## src/hdl/stst_ram.sv

```systemverilog
// generic single-write, single-read synchronous ram, registered read data
// no package dependency
module stst_ram #(
	parameter int WIDTH = 8,
	parameter int DEPTH = 64
) (
	input  logic                     clk,
	input  logic                     we,
	input  logic [$clog2(DEPTH)-1:0] waddr,
	input  logic [WIDTH-1:0]         wdata,
	input  logic [$clog2(DEPTH)-1:0] raddr,
	output logic [WIDTH-1:0]         rdata
);

	logic [WIDTH-1:0] mem [DEPTH];

	// write port
	always_ff @(posedge clk) begin
		if (we) begin
			mem[waddr] <= wdata;
		end
	end

	// read port
	always_ff @(posedge clk) begin
		rdata <= mem[raddr];
	end

endmodule

```

## config.mk

```make
export PLATFORM = sky130hd
export DESIGN_NAME = stst_ram
export DESIGN_NICKNAME = d
export VERILOG_FILES = /design/src/hdl/stst_ram.sv
export SDC_FILE = /design/constraint.sdc
export NUM_CORES = 1
export LEC_CHECK = 0
export BUFFER_PORTS_ARGS = -buffer_cell sky130_fd_sc_hd__buf_4
export CORE_UTILIZATION = 50
export CTS_CLUSTER_SIZE = 24
export DETAILED_ROUTE_END_ITERATION = 10
export HOLD_SLACK_MARGIN = 0.02
export PLACE_DENSITY = 0.66
export SYNTH_ARGS = -nofsm -noshare
export SYNTH_HDL_FRONTEND = slang
export SYNTH_SLANG_ARGS = --single-unit
```

## constraint.sdc

```tcl
create_clock -name clk -period 2.8 [get_ports clk]
set_clock_uncertainty 0.05 [all_clocks]
set_input_delay 0.42 -clock clk [delete_from_list [all_inputs] [get_ports clk]]
set_output_delay 0.42 -clock clk [all_outputs]
set_load 0.005 [all_outputs]
```

==> results of run 1 <==
==> layer usage <==
| metal | global-route usage [%] | share of wire (%) |
|---|---|---|
| met2 | 34.4 | 48 |
| met1 | 32.2 | 43 |
| met4 | 8.19 | 2.9 |
| met5 | 0 | 0 |
| met3 | 3.66 | 5.8 |
==> flip-flops by register name, indices dropped and copies added, names as in the netlist <==
register	flops
rdata	8
mem	512
==> cells in the final DEF (no fill, tap or decap), types with 3 or more instances in the layout <==
master | netlist | routed
sky130_fd_sc_hd__mux2i_1 | 23 | 23
sky130_fd_sc_hd__nand2b_1 | 7 | 7
sky130_fd_sc_hd__buf_4 | 13 | 116
sky130_fd_sc_hd__clkinv_1 | 0 | 10
sky130_fd_sc_hd__edfxtp_1 | 512 | 512
sky130_fd_sc_hd__bufinv_16 | 0 | 7
sky130_fd_sc_hd__o221ai_1 | 8 | 8
sky130_fd_sc_hd__a211oi_1 | 4 | 4
sky130_fd_sc_hd__nand3b_1 | 3 | 3
sky130_fd_sc_hd__o2111ai_1 | 3 | 3
sky130_fd_sc_hd__clkinv_2 | 0 | 15
sky130_fd_sc_hd__nor3_1 | 7 | 7
sky130_fd_sc_hd__nor2_1 | 83 | 83
sky130_fd_sc_hd__dfxtp_1 | 8 | 8
sky130_fd_sc_hd__buf_12 | 2 | 7
sky130_fd_sc_hd__a22oi_1 | 3 | 3
sky130_fd_sc_hd__clkbuf_16 | 0 | 51
sky130_fd_sc_hd__inv_6 | 0 | 3
sky130_fd_sc_hd__clkbuf_1 | 17 | 3
sky130_fd_sc_hd__nand2_1 | 19 | 19
sky130_fd_sc_hd__a221oi_1 | 6 | 6
sky130_fd_sc_hd__mux2_2 | 13 | 13
sky130_fd_sc_hd__o2bb2ai_1 | 3 | 3
sky130_fd_sc_hd__nor2b_1 | 14 | 14
sky130_fd_sc_hd__o22ai_1 | 8 | 8
sky130_fd_sc_hd__mux4_2 | 126 | 126
sky130_fd_sc_hd__nand3_1 | 13 | 13
sky130_fd_sc_hd__clkbuf_8 | 0 | 4
sky130_fd_sc_hd__a21oi_1 | 3 | 3
==> final cells by class <==
cell class              count  area, sq um
clock buffers              57         1330
fillers                  2880        16500
repair buffers            124         1020
well taps                 525          657
flip-flops and latches    520        15500
multi-input cells         369         4320
clock inverters            35          349
==> cells by family (layout without fill, tap and decap cells) <==
family	Yosys count	count (layout)	synth area share [%]
buffers and inverters	51	216	1.57
flip-flops	520	520	77.0
AO/OA/AOI/OAI	54	54	2.07
AND/OR/NAND/NOR	153	153	3.39
multiplexers	162	162	15.9
==> worst min path at each step <==
stage / start / to / slack (ns) / depth (start not counted)
2_1_floorplan: wdata[0] / mem[0][0] / 0.47 / 0
3_3_place_gp: raddr[5] / rdata[1] / 0.74 / 3
3_5_place_dp: raddr[5] / rdata[5] / 0.75 / 2
4_1_cts: raddr[5] / rdata[3] / 0.11 / 2
5_1_grt: raddr[5] / rdata[5] / 0.12 / 2
6_report: raddr[5] / rdata[3] / 0.14 / 2
==> metrics by stage <==
step | hold WS, ns | util, %
6_report | 0.140 | 58.4
5_1_grt | 0.121 | 58.4
4_1_cts | 0.107 | 58.4
3_5_place_dp | 0.749 | 54.2
3_3_place_gp | 0.744 | 54.2
2_1_floorplan | 0.469 | -
==> power by group <==
part	internal, mW	total (mW)	switching (mW)	leakage (nW)
registers	8.62	8.65	0.0325	4.67
logic	0.335	0.819	0.484	1.95
clock network	4.04	6.87	2.83	0.840
total	13.0	16.3	3.34	7.46
==> parameters.txt, run 1 <==
Parameter                              Value

Setup path
  Sort of element at the start of the critical path    primary input
  Setup Crit Path Kind    primary input to flip-flop
  Worst setup path endpoint    rdata[0]
  Worst reg2reg startpoint    mem[46][0]
  Cell-by-cell listing of the critical path    clkbuf_8, buf_12, buf_4, mux2i_1, a221oi_1, a221oi_1, o2bb2ai_1
  Number of cell instances on the worst register-to-register path    4
  Maximum net fanout on the critical path    32
  Capturing point of the worst reg2reg path    rdata[0]
  Register-to-register setup slack    0.66 ns
  Slowest library cell on the worst path    sky130_fd_sc_hd__a221oi_1
  Critical path capture point type    flip-flop
  Data required time at the worst endpoint    3.22 ns
  Family with the most delay on the worst path    compound AO/OA/AOI/OAI gates
  Worst path depth    7
  Source of the critical timing path    raddr[0]
  Number of buffers and inverters on the critical path    3
  Slowest stage delay, CP    0.65 ns
  Most numerous cell on the critical path    sky130_fd_sc_hd__a221oi_1
  Data arrival time of the critical path    2.56 ns

Clock tree
  Hold_buf cts    0
  Number of buffers created by CTS    51
  Clock tree buffer depth    3
  Clock tree from TritonCTS    yes
  Reg clk slew, reported paths    0.06 ns
  Worst-skew pair later-pin latency    0.60 ns
  Number of sinks driven by the clock tree    520
  CTS HTree Levels    2
  Count of buffers added by post-CTS timing repair for setup    0
  Root buffer cell    sky130_fd_sc_hd__clkbuf_16
  Post-cts gate resize count    0

STA
  Unrepaired setup endpoints after global routing    no
  Achievable frequency    466 MHz
  Relative max-transition margin    50.0%
  Final cycle utilization of the critical path    76.6%
  Hold violation count in the final report    0
  Tmin final    2.15 ns
  Finish-stage setup viols    0
  Final sum of negative setup slack    0 ns
  Crit path setup slack, layout    0.654 ns
  Number of slew-limit violations in the final report    0
  Tightest Pin Transition    0.744 ns

GRT
  First-pass GRT wire length    65.5 mm
  Maximum number of pins on one net before global-route repair    65
  Total congestion overflow after global routing    0
  Total global routing track utilization    22.2%
  Vias in the first global route    9886
  Initial antenna violation count    0

Layout
  Layout Area Growth over Synthesis    15.1%
  Cell area after layout    0.0232 sq mm
  Diode count    0
  Net count reported at finish    1088
  Fraction of final layout cells with drive strength greater than 1    31.1%
  Non-filler cells in the finished layout    1630

Synthesis
  Area contributors post-synth    sky130_fd_sc_hd__edfxtp_1 76%, sky130_fd_sc_hd__mux4_2 14%, sky130_fd_sc_hd__nor2_1 1.5%
  Post-synth top area share    76.2%
  Number of instances in the synthesized netlist    940
  Biggest area consumer among synthesized cells    sky130_fd_sc_hd__edfxtp_1
  Commonest register cell after synthesis    sky130_fd_sc_hd__edfxtp_1
  Proportion of synthesized chip area in sequential cells    77.0%
  Post-Synthesis Net Count    962
  Yosys warning total    0
  Leading cell type by number of instances after synthesis    sky130_fd_sc_hd__edfxtp_1
  Distinct cell type count after synthesis    40
  Most frequent cells after synthesis    512 x sky130_fd_sc_hd__edfxtp_1, 126 x sky130_fd_sc_hd__mux4_2, 83 x sky130_fd_sc_hd__nor2_1, 23 x sky130_fd_sc_hd__mux2i_1, 19 x sky130_fd_sc_hd__nand2_1
  Number of enable-type register cells in the synthesized netlist    512
  Average cell area after synthesis    21.5 sq um
  Post-Synthesis Cell Area    0.0202 sq mm
  Number of synthesized register bits    520
  Share of flip-flops with an asynchronous set or reset after synthesis    0%

Route
  Detailed-route wire length per cell    26.8 microns
  Remaining antenna violation count    0
  Detailed-router iteration count before antenna repair    7
  Number of vias per cell    5.99
  DRC    0
  Wire length after detailed routing    43.7 mm
  Via count    9756
  Iter 0 DRT Violations    881

Power and ir drop
  Power per standard cell area    704 mW/mm^2
  Total power consumption of the routed design    16.3 mW
  P_leak    7.46 nW
  Worst IR drop on VDD    0.000450 V

Floorplanning
  Initial Util    50.8%
  Count of pins on the block boundary    30
  Floorplan die area    0.0411 sq mm
  Die height    203 microns
  Placeable Area    0.0397 sq mm
  Std-Cell Rows    73
  Horiz. Die Dim    203 microns

Placement
  Post-detailed-placement cell area    0.0215 sq mm
  DP Worst Slack    0.0590 ns
  Total placed cells including tap cells    1538
  Global placement routability congestion    0.807
  Number of buffers inserted by port buffering    29
  HPWL after detailed placement    26.9 mm

Worst hold path
  Classification of the worst-slack hold path    primary input to flip-flop

Run
  Max-capacitance violation count    0

Outcome
  Result of the run    completed
No activity file was read; power rests on OpenSTA's default activity.
==> run 2: changes to the inputs <==
- clock period: 2.8 -> 2.21 ns (I/O delays scaled with it)
==> run 2 against run 1 <==
Net effect:
- sequential power up 27%
- sequential share of layout area down 1.2 points
- non-clock buffer count up 38
- largest power group unchanged
==> parameters.txt, run 2 (same netlist as run 1, synthesis figures left out) <==
Parameter                              Value

Placement
  Number of buffers inserted by port buffering    29
  Total placed cells including tap cells    1575
  DP Worst Slack    -0.440 ns
  Global placement routability congestion    0.815
  HPWL after detailed placement    28.0 mm
  Post-detailed-placement cell area    0.0218 sq mm

Layout
  Cell area after layout    0.0236 sq mm
  Most common cell after layout, fill and taps aside    sky130_fd_sc_hd__edfxtp_1
  Diode count    0
  Layout Area Growth over Synthesis    17.1%
  Core utilization of the finished layout    59.4%
  Non-filler cells in the finished layout    1672
  Top Registers    mem x512, rdata x8
  Flip-flop count of the largest register after layout    512
  Fraction of final layout cells with drive strength greater than 1    33.0%
  Commonest non-fill, non-tap cells in the layout    512 x sky130_fd_sc_hd__edfxtp_1, 151 x sky130_fd_sc_hd__buf_4, 126 x sky130_fd_sc_hd__mux4_2
  Net count reported at finish    1127
  Reg with most FFs    mem

Worst hold path
  Hold_sp    raddr[4]
  Worst hold path stage count    3
  Classification of the worst-slack hold path    primary input to flip-flop
  Hold Path Sink    rdata[0]

GRT
  Total congestion overflow after global routing    0
  First-pass GRT wire length    66.7 mm
  Vias in the first global route    10100
  Total global routing track utilization    22.5%
  Initial antenna violation count    0
  Maximum number of pins on one net before global-route repair    65

Setup path
  Sort of element at the start of the critical path    flip-flop
  Data required time at the worst endpoint    2.62 ns
  Slowest stage delay, CP    0.60 ns
  Register-to-register setup slack    0.10 ns
  Critical path capture point type    flip-flop
  Number of cell instances on the worst register-to-register path    4
  Slowest library cell on the worst path    sky130_fd_sc_hd__a221oi_1
  Capturing point of the worst reg2reg path    rdata[2]
  Worst reg2reg startpoint    mem[47][2]
  Cell-by-cell listing of the critical path    mux4_2, mux2_2, a221oi_1, o2bb2ai_1
  Maximum net fanout on the critical path    1
  Data arrival time of the critical path    2.51 ns
  Setup Crit Path Kind    flip-flop to flip-flop

STA
  Final cycle utilization of the critical path    95.4%
  Finish-stage setup viols    0
  Crit path setup slack, layout    0.102 ns
  Tightest Pin Transition    0.726 ns
  Unrepaired setup endpoints after global routing    no
  Post-Route Hold Slack    0.116 ns
  Hold violation count in the final report    0
  Achievable frequency    474 MHz
  Tmin final    2.11 ns
  Relative max-transition margin    51.6%
  Number of slew-limit violations in the final report    0

Floorplanning
  Initial Util    50.8%
  Std-Cell Rows    73
  Count of pins on the block boundary    30
  Horiz. Die Dim    203 microns
  Floorplan die area    0.0411 sq mm
  Placeable Area    0.0397 sq mm
  Die height    203 microns

Outcome
  Result of the run    completed

Route
  Iter 0 DRT Violations    983
  Detailed-router iteration count before antenna repair    5
  Remaining antenna violation count    0
  Via count    9955
  Number of vias per cell    5.95
  DRC    0
  Wire length after detailed routing    44.1 mm
  Detailed-route wire length per cell    26.4 microns

Power and ir drop
  Power per standard cell area    896 mW/mm^2
  Worst IR drop on VDD    0.000796 V
  P_leak    7.69 nW

Clock tree
  Count of buffers added by post-CTS timing repair for setup    0
  Number of sinks driven by the clock tree    520
  Worst-skew pair later-pin latency    0.59 ns
  Number of buffers created by CTS    52
  Clock tree from TritonCTS    yes
  Clock tree buffer depth    3
  Hold_buf cts    1
  Reg clk slew, reported paths    0.06 ns
  Post-cts gate resize count    0
  CTS HTree Levels    2
  Root buffer cell    sky130_fd_sc_hd__clkbuf_16

Run
  Max-capacitance violation count    0
-- run 2: power by group --
| part | internal, mW | total, mW | switching, mW |
|---|---|---|---|
| sequential | 10.9 | 11.0 | 0.0425 |
| clock | 5.52 | 9.13 | 3.61 |
| combinational | 0.461 | 1.08 | 0.615 |
| total | 16.9 | 21.2 | 4.27 |
-- run 2: final cells by class --
| type | instances | area [sq um] |
|---|---|---|
| fillers | 2829 | 16100 |
| flip-flops and latches | 520 | 15500 |
| multi-input cells | 369 | 4320 |
| clock buffers | 67 | 1400 |
| repair buffers | 162 | 1340 |
| well taps | 525 | 657 |
| clock inverters | 29 | 374 |
-- run 2: worst max-delay path by stage --
stage	depth (start not counted)	from	to	slack (ns)
6_report	4	mem[47][2]	rdata[2]	0.10
5_1_grt	4	mem[47][2]	rdata[2]	0.07
4_1_cts	4	mem[47][2]	rdata[2]	0.10
3_5_place_dp	9	raddr[0]	rdata[2]	-0.44
3_3_place_gp	9	raddr[0]	rdata[1]	-0.43
2_1_floorplan	7	raddr[1]	rdata[3]	0.16
-- run 2: critical path: cells and delay by family (launching register included) --
kind | cells | cell delay [ns]
mux | 2 | 0.80
compound gates | 2 | 0.76
flops | 1 | 0.37
-- run 2: metal layers --
metal / track usage, % / part of all wire (%) / vias to the layer above
met5: 0 / 0 / -
met4: 7.38 / 2.6 / 0
met3: 3.58 / 6.4 / 69
met2: 35.6 / 48 / 372
met1: 32.3 / 43 / 5250
li1: - / - / 4264
-- run 2: per-stage QoR --
| step | power (mW) | TNS [ns] |
|---|---|---|
| 2_1_floorplan | 11.7 | 0 |
| 3_3_place_gp | 12.2 | -2.08 |
| 3_5_place_dp | 12.3 | -2.13 |
| 4_1_cts | 21.3 | 0 |
| 5_1_grt | 21.7 | 0 |
| 6_report | 21.2 | 0 |
==> run 3: changes to the inputs <==
- RECOVER_POWER: default -> 100
==> run 3 against run 2 <==
Net effect:
- largest cell class unchanged
- clock-buffer cell count is the same
- die area stayed put
- cell count is the same
- global-route usage stayed put
- critical path type unchanged
- power is essentially flat
- core utilization shrank 0.86 points
- wire length up 0.17%
- combinational power barely moved
- flip-flop and latch count unchanged
==> parameters.txt, run 3 (same netlist as run 1, synthesis figures left out) <==
Parameter                              Value

Outcome
  Result of the run    completed

Clock tree
  Count of buffers added by post-CTS timing repair for setup    0
  Reg clk slew, reported paths    0.06 ns
  Root buffer cell    sky130_fd_sc_hd__clkbuf_16
  Clock tree buffer depth    3
  Number of sinks driven by the clock tree    520
  Number of buffers created by CTS    52
  Hold_buf cts    1
  Post-cts gate resize count    0
  CTS HTree Levels    2
  Worst-skew pair later-pin latency    0.59 ns
  Clock tree from TritonCTS    yes

Setup path
  Critical path capture point type    flip-flop
  Maximum net fanout on the critical path    1
  Data arrival time of the critical path    2.51 ns
  Setup Crit Path Kind    flip-flop to flip-flop
  Register-to-register setup slack    0.11 ns
  Number of cell instances on the worst register-to-register path    4
  Data required time at the worst endpoint    2.62 ns
  Sort of element at the start of the critical path    flip-flop
  Capturing point of the worst reg2reg path    rdata[2]
  Worst reg2reg startpoint    mem[47][2]

Layout
  Layout Area Growth over Synthesis    15.4%
  Diode count    0
  Non-filler cells in the finished layout    1672
  Core utilization of the finished layout    58.6%
  Filler cells    2914
  Cell area after layout    0.0233 sq mm
  Commonest non-fill, non-tap cells in the layout    512 x sky130_fd_sc_hd__edfxtp_1, 126 x sky130_fd_sc_hd__mux4_2, 97 x sky130_fd_sc_hd__clkbuf_1
  Fraction of final layout cells with drive strength greater than 1    25.5%
  Most common cell after layout, fill and taps aside    sky130_fd_sc_hd__edfxtp_1
  Reg with most FFs    mem
  Flip-flop count of the largest register after layout    512
  Top Registers    mem x512, rdata x8
  Net count reported at finish    1127

Worst hold path
  Hold Path Sink    rdata[0]
  Worst hold path stage count    3
  Hold_sp    raddr[4]
  Classification of the worst-slack hold path    primary input to flip-flop

Route
  Via count    9938
  Remaining antenna violation count    0
  Detailed-router iteration count before antenna repair    5
  Iter 0 DRT Violations    1005
  Number of vias per cell    5.94
  Wire length after detailed routing    44.2 mm
  Detailed-route wire length per cell    26.4 microns
  DRC    0

Floorplanning
  Floorplan die area    0.0411 sq mm
  Count of pins on the block boundary    30
  Std-Cell Rows    73
  Die height    203 microns
  Horiz. Die Dim    203 microns
  Initial Util    50.8%
  Placeable Area    0.0397 sq mm

GRT
  Maximum number of pins on one net before global-route repair    65
  Total congestion overflow after global routing    0
  Initial antenna violation count    0
  Total global routing track utilization    22.5%
  Vias in the first global route    10100
  First-pass GRT wire length    66.7 mm

STA
  Final cycle utilization of the critical path    95.2%
  Tightest Pin Transition    1.41 ns
  Unrepaired setup endpoints after global routing    no
  Hold violation count in the final report    0
  Relative max-transition margin    6.18%
  Tmin final    2.10 ns
  Final sum of negative setup slack    0 ns
  Number of slew-limit violations in the final report    0
  Achievable frequency    476 MHz
  Finish-stage setup viols    0
  Post-Route Hold Slack    0.114 ns

Placement
  Number of buffers inserted by port buffering    29
  HPWL after detailed placement    28.0 mm
  Total placed cells including tap cells    1575
  Global placement routability congestion    0.815
  Post-detailed-placement cell area    0.0218 sq mm

Power and ir drop
  P_leak    7.33 nW
  Power per standard cell area    909 mW/mm^2
  Worst IR drop on VDD    0.000795 V

Run
  Max-capacitance violation count    0
-- run 3: cell count changes in the layout (fill, tap and decap cells not counted), moves of 9 or more --
cell                       delta
sky130_fd_sc_hd__clkbuf_4     +9
sky130_fd_sc_hd__clkbuf_2     +9
sky130_fd_sc_hd__clkbuf_1    +85
sky130_fd_sc_hd__buf_4      -103
-- run 3: layout make-up --
class | instances | area [sq um] | share of cell area (%)
clock inverters | 29 | 374 | 1.61
clock buffers | 67 | 1400 | 6.01
multi-input cells | 369 | 4320 | 18.5
flip-flops and latches | 520 | 15500 | 66.7
well taps | 525 | 657 | 2.82
repair buffers | 162 | 996 | 4.28
-- run 3: layer usage --
layer  wire (microns)  GRT usage (%)
met4             1090           7.38
met5                0              0
met2            21500           35.6
met3             2680           3.58
met1            18900           32.3
-- run 3: power breakdown --
part	internal, mW	switching (mW)	leakage [nW]
logic	0.439	0.617	1.78
registers	10.9	0.0431	4.67
clock network	5.52	3.61	0.869
total	16.9	4.27	7.33
-- run 3: worst max path at each step --
stage                from       end  slack [ns]  cells past startpoint
6_report       mem[47][2]  rdata[2]        0.11                      4
5_1_grt        mem[47][2]  rdata[2]        0.07                      4
4_1_cts        mem[47][2]  rdata[2]        0.10                      4
3_5_place_dp     raddr[0]  rdata[2]       -0.44                      9
3_3_place_gp     raddr[0]  rdata[1]       -0.43                      9
2_1_floorplan    raddr[1]  rdata[3]        0.16                      7
-- run 3: worst max-delay path, cell delays in order, from the launching register on --
cell	delay (ns)
sky130_fd_sc_hd__edfxtp_1	0.37
sky130_fd_sc_hd__mux4_2	0.48
sky130_fd_sc_hd__mux2_2	0.31
sky130_fd_sc_hd__a221oi_1	0.60
sky130_fd_sc_hd__o2bb2ai_1	0.16
-- run 3: per-stage QoR --
stage	power, mW	worst slack [ns]
6_report	21.1	0.107
5_1_grt	21.7	0.0743
4_1_cts	21.3	0.104
3_5_place_dp	12.3	-0.440
3_3_place_gp	12.2	-0.426
2_1_floorplan	11.7	0.161
