[config.mk]
export PLATFORM = sky130hd
export DESIGN_NAME = stst_ffs
export DESIGN_NICKNAME = d
export VERILOG_FILES = /design/src/hdl/stst_pkg.sv /design/src/hdl/stst_ffs.sv
export SDC_FILE = /design/constraint.sdc
export NUM_CORES = 1
export LEC_CHECK = 0
export BUFFER_PORTS_ARGS = -buffer_cell sky130_fd_sc_hd__buf_2
export CORE_UTILIZATION = 45
export DETAILED_ROUTE_END_ITERATION = 16
export MAX_ROUTING_LAYER = met4
export PLACE_DENSITY = 0.78
export SETUP_SLACK_MARGIN = 0.15
export SLEW_MARGIN = 15
export SYNTH_ARGS = -nofsm -noshare
export SYNTH_HDL_FRONTEND = slang
export SYNTH_SLANG_ARGS = --single-unit
[constraint.sdc]
create_clock -name clk -period 2 [get_ports clk]
set_input_delay 0 -clock clk [delete_from_list [all_inputs] [get_ports clk]]
set_output_delay 0 -clock clk [all_outputs]
set_load 0.01 [all_outputs]
[src/hdl/stst_pkg.sv]
// shared types and constants of the two-ended sprite slot table
// no dependencies; used by stst_ffs and two_ended_sprite_slot_table
package stst_pkg;

	localparam int CAPACITY = 64;
	localparam int SLOT_W   = $clog2(CAPACITY);
	localparam int CNT_W    = SLOT_W + 1;

	typedef enum logic [3:0] {
		OP_ADD       = 4'd0,
		OP_REMOVE    = 4'd1,
		OP_LAYER     = 4'd2,
		OP_IMAGE     = 4'd3,
		OP_TRANSFORM = 4'd4,
		OP_FRAME     = 4'd5,
		OP_VISIBLE   = 4'd6,
		OP_COLOR     = 4'd7,
		OP_TAG       = 4'd8,
		OP_QUERY     = 4'd9,
		OP_DRAW      = 4'd10
	} op_t;

	typedef enum logic [1:0] {
		ST_OK      = 2'd0,
		ST_FULL    = 2'd1,
		ST_NO_SLOT = 2'd2
	} status_t;

	typedef struct packed {
		logic [3:0]  operation;
		logic [5:0]  slot;
		logic [31:0] image_handle;
		logic [31:0] transform_handle;
		logic [15:0] frame_number;
		logic [31:0] tint;
		logic        show;
		logic        on_top;
		logic [31:0] user_tag;
	} req_t;

	typedef struct packed {
		logic [1:0]  status;
		logic [5:0]  out_slot;
		logic [31:0] out_image;
		logic [31:0] out_transform;
		logic [15:0] out_frame;
		logic [31:0] out_tint;
		logic        out_visible;
		logic        out_layer;
		logic [31:0] out_user_tag;
		logic        last;
	} rsp_t;

	// per-slot word: layer, draw position, user tag
	typedef struct packed {
		logic              layer;
		logic [SLOT_W-1:0] pos;
		logic [31:0]       tag;
	} slot_word_t;

	// per-position draw entry
	typedef struct packed {
		logic [SLOT_W-1:0] owner;
		logic [31:0]       image;
		logic [31:0]       xform;
		logic [15:0]       frame;
		logic [31:0]       tint;
	} entry_word_t;

endpackage

[src/hdl/stst_ffs.sv]
// lowest free slot finder, one register stage of group flags
// depends on stst_pkg
module stst_ffs (
	input  logic                          clk,
	input  logic [stst_pkg::CAPACITY-1:0] free,
	output logic                          found,
	output logic [stst_pkg::SLOT_W-1:0]   slot
);
	import stst_pkg::*;

	localparam int GRP    = 8;
	localparam int NGRP   = (CAPACITY + GRP - 1) / GRP;
	localparam int GSEL_W = (NGRP > 1) ? $clog2(NGRP) : 1;
	localparam int BSEL_W = $clog2(GRP);

	logic [NGRP*GRP-1:0] free_pad;
	logic [NGRP*GRP-1:0] free_s1;
	logic [NGRP-1:0]     grp_s1;
	logic [GSEL_W-1:0]   gsel;
	logic [BSEL_W-1:0]   bsel;
	logic [GRP-1:0]      bits;

	assign free_pad = (NGRP*GRP)'(free);

	// per-group flags: set when the group holds a free slot
	always_ff @(posedge clk) begin
		free_s1 <= free_pad;
		for (int g = 0; g < NGRP; g++) begin
			grp_s1[g] <= |free_pad[g*GRP +: GRP];
		end
	end

	// first group, then first bit inside it
	always_comb begin
		found = 1'b0;
		gsel  = '0;
		bsel  = '0;
		for (int g = NGRP - 1; g >= 0; g--) begin
			if (grp_s1[g]) begin
				found = 1'b1;
				gsel  = GSEL_W'(g);
			end
		end
		bits = free_s1[gsel*GRP +: GRP];
		for (int b = GRP - 1; b >= 0; b--) begin
			if (bits[b]) begin
				bsel = BSEL_W'(b);
			end
		end
		slot = SLOT_W'(gsel * GRP + bsel);
	end

endmodule

==> results list, run 1 <==
- Result of the run: complete, but fails checks
- Violated checks: setup timing
- The clock passes through at most 2 buffers.
- In this run, the number of DRC markers left after iteration 0 of detailed routing was 126.
- The floorplan step defined a die boundary enclosing 5510 µm².
- Routability congestion estimate: 0.879
- STA classifies the critical path endpoint as an output port.
* Starting density of the core: 0.481
- Compared with the post-synthesis result, the final layout area differs by 60.3%.
* Chip height: 74.2 µm
- ANT cells: 0
- The Yosys step of the flow raised 0 warnings.
* Wire length of the first global-routing pass: ~11,000 µm
- Of the cells placed in the final design, the portion with a size suffix greater than 1 is 0.381.
- DR vias: just over 2,000
- Synthesis produced 171 cells.
* Critical path start-end classification: reg -> out
- Setup violations remaining at the end of the flow were counted as 3.
- DPL Wire Length: 4080 µm
- Of all nets on the critical path, the largest fanout is 5.
- Std-Cell Rows: 25
- Setup repair after global routing could not meet its margin everywhere.
- Clock-pin slew was measured on the worst setup and hold paths at around 0.070 ns.
* Count of unresolved DRC violations after routing: 0
- Power spread over the standard cell area amounts to 732 nW/µm².
- Once routing completed, OpenROAD measured the worst setup slack at -0.781 ns.
- The number of antenna violations at the first check in global routing came to 0.
* Hold crit path type: in -> reg
- Counting flops with an async set or reset pin after synthesis yields a share of 0.
- Library cell with the largest summed area after synthesis: sky130_fd_sc_hd__dfxtp_1
- In this run the tightest slew margin relative to its limit is 0.663.
- Once detail routing completed, the nets flagged for antenna violations numbered 0.
- Synthesis inferred slightly above 70 register bits.
- Cell types with the largest area share after synthesis: sky130_fd_sc_hd__dfxtp_1 (61%), sky130_fd_sc_hd__mux4_1 (9.0%), sky130_fd_sc_hd__mux2i_1 (5.1%), sky130_fd_sc_hd__nor4_1 (4.5%), sky130_fd_sc_hd__nand2_1 (2.9%)
- Traced cell by cell, the critical path runs through nor2_4 > o31ai_4 > nand2_4 > inv_8 > mux4_2 > mux2_4 > a21oi_2 > nor4_1 > or3_1 > buf_6.
- Drt total wl: 6750 µm
- For the worst setup path, the data required time is 2.00 ns.
- Of the post-synthesis cell area, the dominant cell type holds 0.614.
- When the netlist entered floorplanning its net count stood at 236.
- In the final routed layout, each cell accounts on average for 16.6 µm.
- In this design, the stage delay of the slowest critical-path cell is 0.51 ns.
- The most common cell in the synthesized netlist is sky130_fd_sc_hd__dfxtp_1.
* Number of hold-slack violations in the final timing report: 0
* Count of different cell masters after synthesis: 39
- The slowest stage of the critical path belongs to the cell sky130_fd_sc_hd__mux4_2.
- The finished cells cover around 3800 µm².
- The number of slew-limit violations in the final report came to 0.
- Most numerous cell types in the synthesized netlist: sky130_fd_sc_hd__dfxtp_1 (72), sky130_fd_sc_hd__nand2_1 (18), sky130_fd_sc_hd__nor4_1 (17)
* Final worst path period need: about 2.8 ns
* Number of I/O port buffers: 71
- TritonCTS built the clock tree.
- For the final routed database, the setup TNS stands at -2.21 ns.
* Fmax achieved: 0.360 GHz
- The via count of the first global-routing pass was 2,198.
- The H-tree was split into 3 levels.
- Slew at the pin closest to its max-slew limit: 0.501 ns
- Across every metal layer, demand over resource in global routing totals 0.286.
* Worst Hold Slack: 0.313 ns
- The core region is 4880 µm².
- Clock Sink Count: 72
* Avg Cell Area, Syn: 13.7 µm²
- The number of clock buffers added by TritonCTS is 9.
- The first detailed-routing pass took 4 iterations.
* VDD IR max: slightly above 0.6 mV
- Width of the die: 74.2 µm
* Number of violations of the max-capacitance limit: 0
- Final Total Pwr: 0.00276 W
- In this run the cell area of the synthesized design comes to between 2000 and 2500 µm².
- Number of vias per cell after detailed routing: 4.96
* Pin count of the biggest net entering global routing: 13
* Nets: 399
* Number of flops mapped to enable cells by yosys: 0
- Share of the clock period used by the worst path: 1.39
- Worst EP arrival: 2.78 ns
* Count of boundary I/O pins: 72
- The root buffer cell chosen for the clock tree is sky130_fd_sc_hd__clkbuf_8.
- FILL cells: 289
- The worst setup path is launched from a flop.
- In this run the cell area measured after placement is 2890 µm².
* Predominant post-synthesis flop cell: sky130_fd_sc_hd__dfxtp_1
- Of the synthesized area, sequential elements account for 0.614.
- Global route overflow: 0
- Leakage power: 1.59 nW
[power by group]
part / internal, W / switching, W
Clock: 0.000481 / 0.000493
Combinational: 0.000167 / 0.0000886
Sequential: 0.00150 / 0.0000241
Total: 0.00215 / 0.000606
[metal layers]
metal	up-vias	GRT usage	routed length, µm
li1	964	-	-
met1	961	0.326	2820
met2	68	0.476	3470
met3	21	0.0596	233
met4	0	0.147	227
met5	-	-	0
[flip-flops by register name (all words and copies together), names as in the netlist]
| signal | count |
|---|---|
| free_s1 | 64 |
| grp_s1 | 8 |
[critical path: cells and delay by family (launching register included)]
kind / cells / cell delay (ns)
buffers and inverters: 2 / 0.23
DFF: 1 / 0.37
and+or+nand+nor: 4 / 0.62
AOI/OAI and AO/OA: 2 / 0.41
muxes: 2 / 0.81
[timing repair]
| action | in CTS | in global routing |
|---|---|---|
| gates cloned | 1 | 0 |
| gates resized for setup | 9 | 3 |
| pin swaps | 0 | 1 |
| setup endpoints to repair | 3 | 3 |
| hold buffers | 64 | 0 |
| endpoints found under the hold margin | 72 | 0 |
| buffers inserted | 2 | 1 |
[placed cells by master, fill, tap and decap left out, drive strengths merged, types with 2 or more instances in the layout]
cell type    instances
a211oi               2
a21oi                3
buf                 91
clkbuf              13
clkinv               2
dfxtp               72
dlygate4sd3         64
inv                  4
mux2                 4
mux2i               12
mux4                10
nand2               19
nor2                 6
nor4                18
o21ai                2
[per-stage QoR]
step	std cells	worst slack [ns]	utilization
2_1_floorplan	171	-0.201	-
3_3_place_gp	322	-0.336	0.592
3_5_place_dp	322	-0.411	0.592
4_1_cts	405	-0.749	0.767
5_1_grt	406	-0.890	0.771
6_report	406	-0.781	0.771
[cells by family after synthesis]
kind of cell	share of synthesized area
buffers and inverters	0.0283
DFF	0.614
AOI/OAI and AO/OA	0.0501
and+or+nand+nor	0.127
muxes	0.181
[layout make-up]
cell class	count	area, µm²	area share
clock buffers	13	149	0.0396
clock inverters	3	17.5	0.00465
inverters	3	18.8	0.00499
well taps	67	83.8	0.0223
repair inverters	1	6.26	0.00166
multi-input cells	92	868	0.231
repair buffers	155	1170	0.311
flip-flops and latches	72	1450	0.386
[path summary, 6_finish.rpt]
kind                   from     endpoint  slack (ns)  depth (start not counted)
setup / recovery  grp_s1[6]      slot[0]       -0.78                         10
hold / removal     free[60]  free_s1[60]        0.31                          2
Power figures use the tool's default switching activity.
==> run 2: changes to the inputs <==
--- a/config.mk
+++ b/config.mk
@@ -10,7 +10,7 @@
 export DETAILED_ROUTE_END_ITERATION = 16
 export MAX_ROUTING_LAYER = met4
 export PLACE_DENSITY = 0.78
-export SETUP_SLACK_MARGIN = 0.15
+export SETUP_SLACK_MARGIN = 0.4
 export SLEW_MARGIN = 15
 export SYNTH_ARGS = -nofsm -noshare
 export SYNTH_HDL_FRONTEND = slang
==> run 2 against run 1 <==
Flip-flop and latch count is the same. Die area is the same. Sequential share of layout area shrank 0.51 points. Core utilization grew 1.1 points. Critical path depth grew 2. The run still ends with setup timing left. First-iteration DRC count grew 24%. Non-clock buffer count grew 5. Global-route usage is the same.
==> results list, run 2 (synthesis results as in run 1) <==
- Share of the clock period used by the worst path: 1.40
- Across all setup checks in the final design, the least slack found is -0.792 ns.
- Number of violations of the max-capacitance limit: 0
- Starting density of the core: 0.481
- Nets: 404
* TritonCTS buffer count: 9
- Number of H-tree levels: 3
- The setup path with the least slack is of type reg -> out.
- TritonCTS built the clock tree.
* Worst Setup Start Kind: flop
- The die is 74.2 µm wide.
- Adding up every negative setup slack in the final design gives -2.27 ns.
- Input and output buffers added on the ports amount to 71.
- At the worst endpoint, the arrival time is approximately 2.8 ns.
- By instance count, the cell type seen most on the critical path is sky130_fd_sc_hd__buf_4.
- Count of unresolved DRC violations after routing: 0
* ANT cells: 0
* Area added between synthesis and finish: 62.6%
- 72 I/O pins were placed.
- Across all layers, the routed design uses about 2,100 vias.
* Number of flip-flops in the largest register: 64
- Violated checks: setup timing
* Routability congestion estimate: approximately 0.88
- Peak per-stage delay on the critical path: between 0.5 and 0.6 ns
* Critical path capture point type: output port
- Entering global routing, the biggest net connects 13 pins.
- Register bank with the most flops: free_s1
- Global route overflow: 0
- The first global-routing pass estimated 10,600 µm of wire.
- Full die area: 5510 µm²
* Std-Cell Rows: 25
- For this run, the top clock speed supported by timing is 0.358 GHz.
* Antenna violations before repair: 0
- Ordered list of cells on the worst path: nor2_4 > o31ai_4 > nand2_4 > inv_8 > buf_4 > buf_4 > mux4_2 > mux2i_4 > a21oi_2 > nor4_1 > or3_1 > buf_6
- Final cell count without fillers: 411
- The worst hold path belongs to the class in -> reg.
- Power spread over the standard cell area amounts to slightly above 700 nW/µm².
- Chip height: 74.2 µm
* Required @ worst endpoint: 2.00 ns
- Number of buffers on the longest clock path: 2
- Setup violators final: 3
* Number of hold-slack violations in the final timing report: 0
- Iteration count of the initial detailed-routing pass: 4
- Largest registers: free_s1 x64, grp_s1 x8
* Clk slew on worst S/H paths: 0.07 ns
- Leakage power: 1.62 nW
- Via count of the first global-routing pass: between 2,000 and 2,500
- The clock drives between 70 and 80 sinks.
- Along the worst path, the maximum fanout reaches 5.
* # placed instances: 322
- Summed over all layers, the routed wires come to around 7100 µm.
- Overall routing resource usage: 0.286
* Buffer cell driving the clock tree root: sky130_fd_sc_hd__clkbuf_8
- The core region is slightly below 5000 µm².
* Slew at the pin closest to its max-slew limit: approximately 0.48 ns
* Number of routed nets with antenna violations: 0
- Leading cell type in the layout, fill and taps excluded: sky130_fd_sc_hd__buf_2
* Final worst path period need: 2.79 ns
- Slew margin rel.: 0.678
- Result of the run: complete, but fails checks
* Per-cell routed wire length: 17.2 µm
- The library cells used most frequently in the layout, excluding fill and tap cells, are sky130_fd_sc_hd__buf_2 (70), sky130_fd_sc_hd__dfxtp_1 (67), sky130_fd_sc_hd__dlygate4sd3_1 (64).
- VDD IR max: about 0.62 mV
* DPL Wire Length: around 4100 µm
- The slowest stage of the critical path belongs to the cell sky130_fd_sc_hd__mux4_2.
- Dividing the detail-routed via count by the number of cells gives 5.05.
* Utilization after layout: 0.782
- DRC violation total after the first TritonRoute iteration: 156
- Count of final max-slew check failures: 0
- RSZ-0062 raised after global routing: true
- Layout cell share with drive strength beyond 1: 0.398
-- run 2: power by group --
part / switching [W] / internal [W] / total, W
sequential: 0.0000243 / 0.00150 / 0.00153
combinational: 0.0000912 / 0.000168 / 0.000259
clock: 0.000494 / 0.000481 / 0.000975
total: 0.000610 / 0.00215 / 0.00276
-- run 2: metrics by stage --
stage                     setup WS, ns  total power [W]  area (µm²)  hold WS (ns)
after global routing            -0.887          0.00285        3820         0.312
after detailed placement        -0.411          0.00170        2890         0.118
after floorplan                 -0.201          0.00160        2360        0.0277
final                           -0.792          0.00276        3820         0.311
after global placement          -0.336          0.00170        2890         0.117
after CTS                       -0.749          0.00275        3740         0.294
-- run 2: repair_timing --
action                     4_1_cts  5_1_grt
setup buffers                    2        6
hold buffers                    64        0
gates cloned                     1        0
pin swaps                        0        1
hold endpoints to repair        72        0
resized for setup                9        8
setup endpoints to repair        4        6
-- run 2: final cells by class --
type | count | area [µm²]
well taps | 67 | 83.8
repair buffers | 160 | 1210
clock inverters | 3 | 17.5
repair inverters | 1 | 6.26
inverters | 3 | 18.8
multi-input cells | 92 | 880
fillers | 281 | 1060
flip-flops and latches | 72 | 1450
clock buffers | 13 | 149
-- run 2: final timing paths --
kind	from	endpoint	cells after the start
worst min-delay path	free[7]	free_s1[7]	2
worst max-delay path	grp_s1[6]	slot[0]	12
-- run 2: per-layer routing --
| metal | vias to the layer above | share of wire | track usage |
|---|---|---|---|
| met3 | 22 | 0.052 | 0.0596 |
| met5 | - | 0 | - |
| met4 | 0 | 0.034 | 0.147 |
| met1 | 981 | 0.40 | 0.326 |
| met2 | 98 | 0.51 | 0.476 |
| li1 | 974 | - | - |
-- run 2: critical path: cells and delay by family (launching register included) --
| kind | cells | cell delay, ns |
|---|---|---|
| compound gates | 2 | 0.37 |
| buf+inv | 4 | 0.40 |
| mux | 2 | 0.75 |
| simple gates | 4 | 0.57 |
| flops | 1 | 0.37 |
==> run 3: changes to the inputs <==
--- a/config.mk
+++ b/config.mk
@@ -6,10 +6,10 @@
 export NUM_CORES = 1
 export LEC_CHECK = 0
 export BUFFER_PORTS_ARGS = -buffer_cell sky130_fd_sc_hd__buf_2
-export CORE_UTILIZATION = 45
+export CORE_UTILIZATION = 50
 export DETAILED_ROUTE_END_ITERATION = 16
 export MAX_ROUTING_LAYER = met4
-export PLACE_DENSITY = 0.78
+export PLACE_DENSITY = 0.82
 export SETUP_SLACK_MARGIN = 0.4
 export SLEW_MARGIN = 15
 export SYNTH_ARGS = -nofsm -noshare
==> constraint.sdc (replaced) <==
create_clock -name clk -period 2.8 [get_ports clk]
set_input_delay 0 -clock clk [delete_from_list [all_inputs] [get_ports clk]]
set_output_delay 0 -clock clk [all_outputs]
set_load 0.01 [all_outputs]
==> run 3 against run 2 <==
The run ends with DRC left. Combinational power is 29% lower. Clock power shrank 14%. Core utilization up 5.2 points. Setup slack gained 0.79 ns. Hold slack got worse by 0.022 ns. Final area shrank 2.8%. Critical path depth down 2. Global-route usage rose by 3.2 points. Sequential share of layout area up 0.97 points. Non-clock buffer count down 14.
==> results list, run 3 (synthesis results as in run 1) <==
- Routability congestion estimate: 0.859
- The floorplan has 24 rows.
- Counting the fill cells in the layout gives 227.
- TritonCTS built the clock tree.
* Register area: about 1400 µm²
- The analysis attributes to cell leakage a power of between 1.5 and 2 nW.
- Via count of the first global-routing pass: around 2,200
* VDD IR max: 0.532 mV
- Measured along the x axis, the die boundary spans about 71 µm.
- In the layout the commonest cells are sky130_fd_sc_hd__buf_2 (71), sky130_fd_sc_hd__dfxtp_1 (69), sky130_fd_sc_hd__dlygate4sd3_1 (64).
* Cell depth of the worst hold path: 2
* Slew at the pin closest to its max-slew limit: between 0.5 and 0.6 ns
* Fmax achieved: about 0.36 GHz
- Detailed placement finished with a half-perimeter wire length of a little under 4000 µm.
- The checks that failed: DRC.
* Number of H-tree levels: 3
* Worst Hold Slack: 0.289 ns
* Per-cell routed wire length: 18.9 µm
- Max-cap violations in this run came to 0.
* Area added between synthesis and finish: 58.0%
- The min-delay analysis places its worst path in the category in -> reg.
- Post-Route Setup TNS: 0 ns
- Chip height: between 70 and 80 µm
* Number of buffers on the longest clock path: 2
- Clock-pin slew was measured on the worst setup and hold paths at 0.08 ns.
* Pin count of the biggest net entering global routing: 13
- Setup violators final: 0
- ANT cells: 0
- The total overflow left after global routing is 0.
* Critical path capture point type: output port
- In the routed design, unresolved DRC markers number 4.
- Clock Sink Count: slightly above 70
* Antenna violations before repair: 0
* Slew margin rel.: 0.640
- Of all nets on the critical path, the largest fanout is 5.
* Number of flip-flops in the largest register: 64
- RSZ-0062 raised after global routing: true
- Data on the critical path arrives at its endpoint at 2.80 ns.
* Largest registers: free_s1 x64, grp_s1 x8
- The floorplan step defined a die boundary enclosing 4970 µm².
- Number of hold-slack violations in the final timing report: 0
* Starting density of the core: 0.528
* DR vias: 2,028
* Required @ worst endpoint: 2.80 ns
- Before antenna repair, the detailed router went through 10 iterations.
- The region available for standard cell placement spans 4440 µm².
- The number of slew-limit violations in the final report is 0.
* Register bank with the most flops: free_s1
* Area occupied by multi-input gates: 887 µm²
* Wire length of the first global-routing pass: 10,900 µm
* Buffer cell driving the clock tree root: sky130_fd_sc_hd__clkbuf_8
- For this design the ratio of total power to cell area is 569 nW/µm².
* Layout cell share with drive strength beyond 1: 0.391
- Nets: between 300 and 400
- TritonCTS buffer count: 9
- DRC violation total after the first TritonRoute iteration: ~160
* Critical path start-end classification: reg -> out
- In this run the count of I/O pins placed on the die edge is 72.
- Overall routing resource usage: 0.318
- Wires add up to 7200 µm.
* Leading cell type in the layout, fill and taps excluded: sky130_fd_sc_hd__buf_2
- Worst Setup Start Kind: flop
- The count of buffers added on input and output ports is 71.
* Result of the run: complete, but fails checks
- In this run the remaining antenna-violating nets after routing total 0.
- In the routed layout, each cell is associated on average with a via count of ~5.3.
- The smallest clock period supported by the final layout is computed as 2.80 ns.
* Final Total Pwr: between 0.002 and 0.0025 W
* Share of the clock period used by the worst path: 1.00
-- run 3: cell count changes in the layout (fill, tap and decap cells not counted), sizes merged --
cell | before | now
and3b | 1 | 2
bufinv | 0 | 1
buf | 96 | 82
clkinvlp | 1 | 0
clkbuf | 13 | 11
inv | 4 | 5
-- run 3: cell type report --
cell class                 count  area share
clock buffer                  11      0.0408
multi-input combinational     93       0.239
timing repair inverter         1     0.00236
tap                           52      0.0175
timing repair buffer         146       0.291
sequential                    72       0.390
clock inverter                 4      0.0142
inverter                       3     0.00506
-- run 3: final timing paths --
check,from,endpoint,slack [ns]
min,free[10],free_s1[10],0.29
max,grp_s1[7],slot[0],0.001
-- run 3: per-stage QoR --
step / util / worst slack [ns] / instance area (µm²) / instances
2_1_floorplan: - / 0.581 / 2350 / 171
5_1_grt: 0.835 / -0.0798 / 3710 / 382
6_report: 0.835 / 0.00122 / 3710 / 382
4_1_cts: 0.828 / 0.0752 / 3680 / 381
3_5_place_dp: 0.617 / 0.295 / 2740 / 293
3_3_place_gp: 0.617 / 0.376 / 2740 / 293
-- run 3: critical path: stages, from the launching register on --
cell and delay, ns:
sky130_fd_sc_hd__dfxtp_2 0.36, sky130_fd_sc_hd__nor2_2 0.05, sky130_fd_sc_hd__o31ai_4 0.29, sky130_fd_sc_hd__nand2_4 0.15, sky130_fd_sc_hd__inv_8 0.10, sky130_fd_sc_hd__mux4_2 0.49, sky130_fd_sc_hd__mux2_4 0.29, sky130_fd_sc_hd__a21oi_2 0.15
sky130_fd_sc_hd__nor4_2 0.05, sky130_fd_sc_hd__or3_1 0.36, sky130_fd_sc_hd__buf_2 0.15
-- run 3: per-layer routing --
layer / share of wire / global-route usage / vias up
li1: - / - / 942
met1: 0.39 / 0.326 / 965
met2: 0.52 / 0.563 / 99
met3: 0.055 / 0.0880 / 22
met4: 0.029 / 0.141 / 0
met5: 0 / - / -
-- run 3: repair_timing --
item	4_1_cts	5_1_grt
endpoints found under the setup margin	3	3
setup buffers	7	1
endpoints found under the hold margin	72	0
hold buffers	64	0
cloned	2	0
pin swaps	7	4
resized for setup	18	6
-- run 3: power by group --
part           internal [W]  leakage [nW]  total [W]  switching [W]
Sequential          0.00107         0.604    0.00109      0.0000185
Combinational      0.000118         0.865   0.000183      0.0000643
Clock              0.000458         0.106   0.000835       0.000377
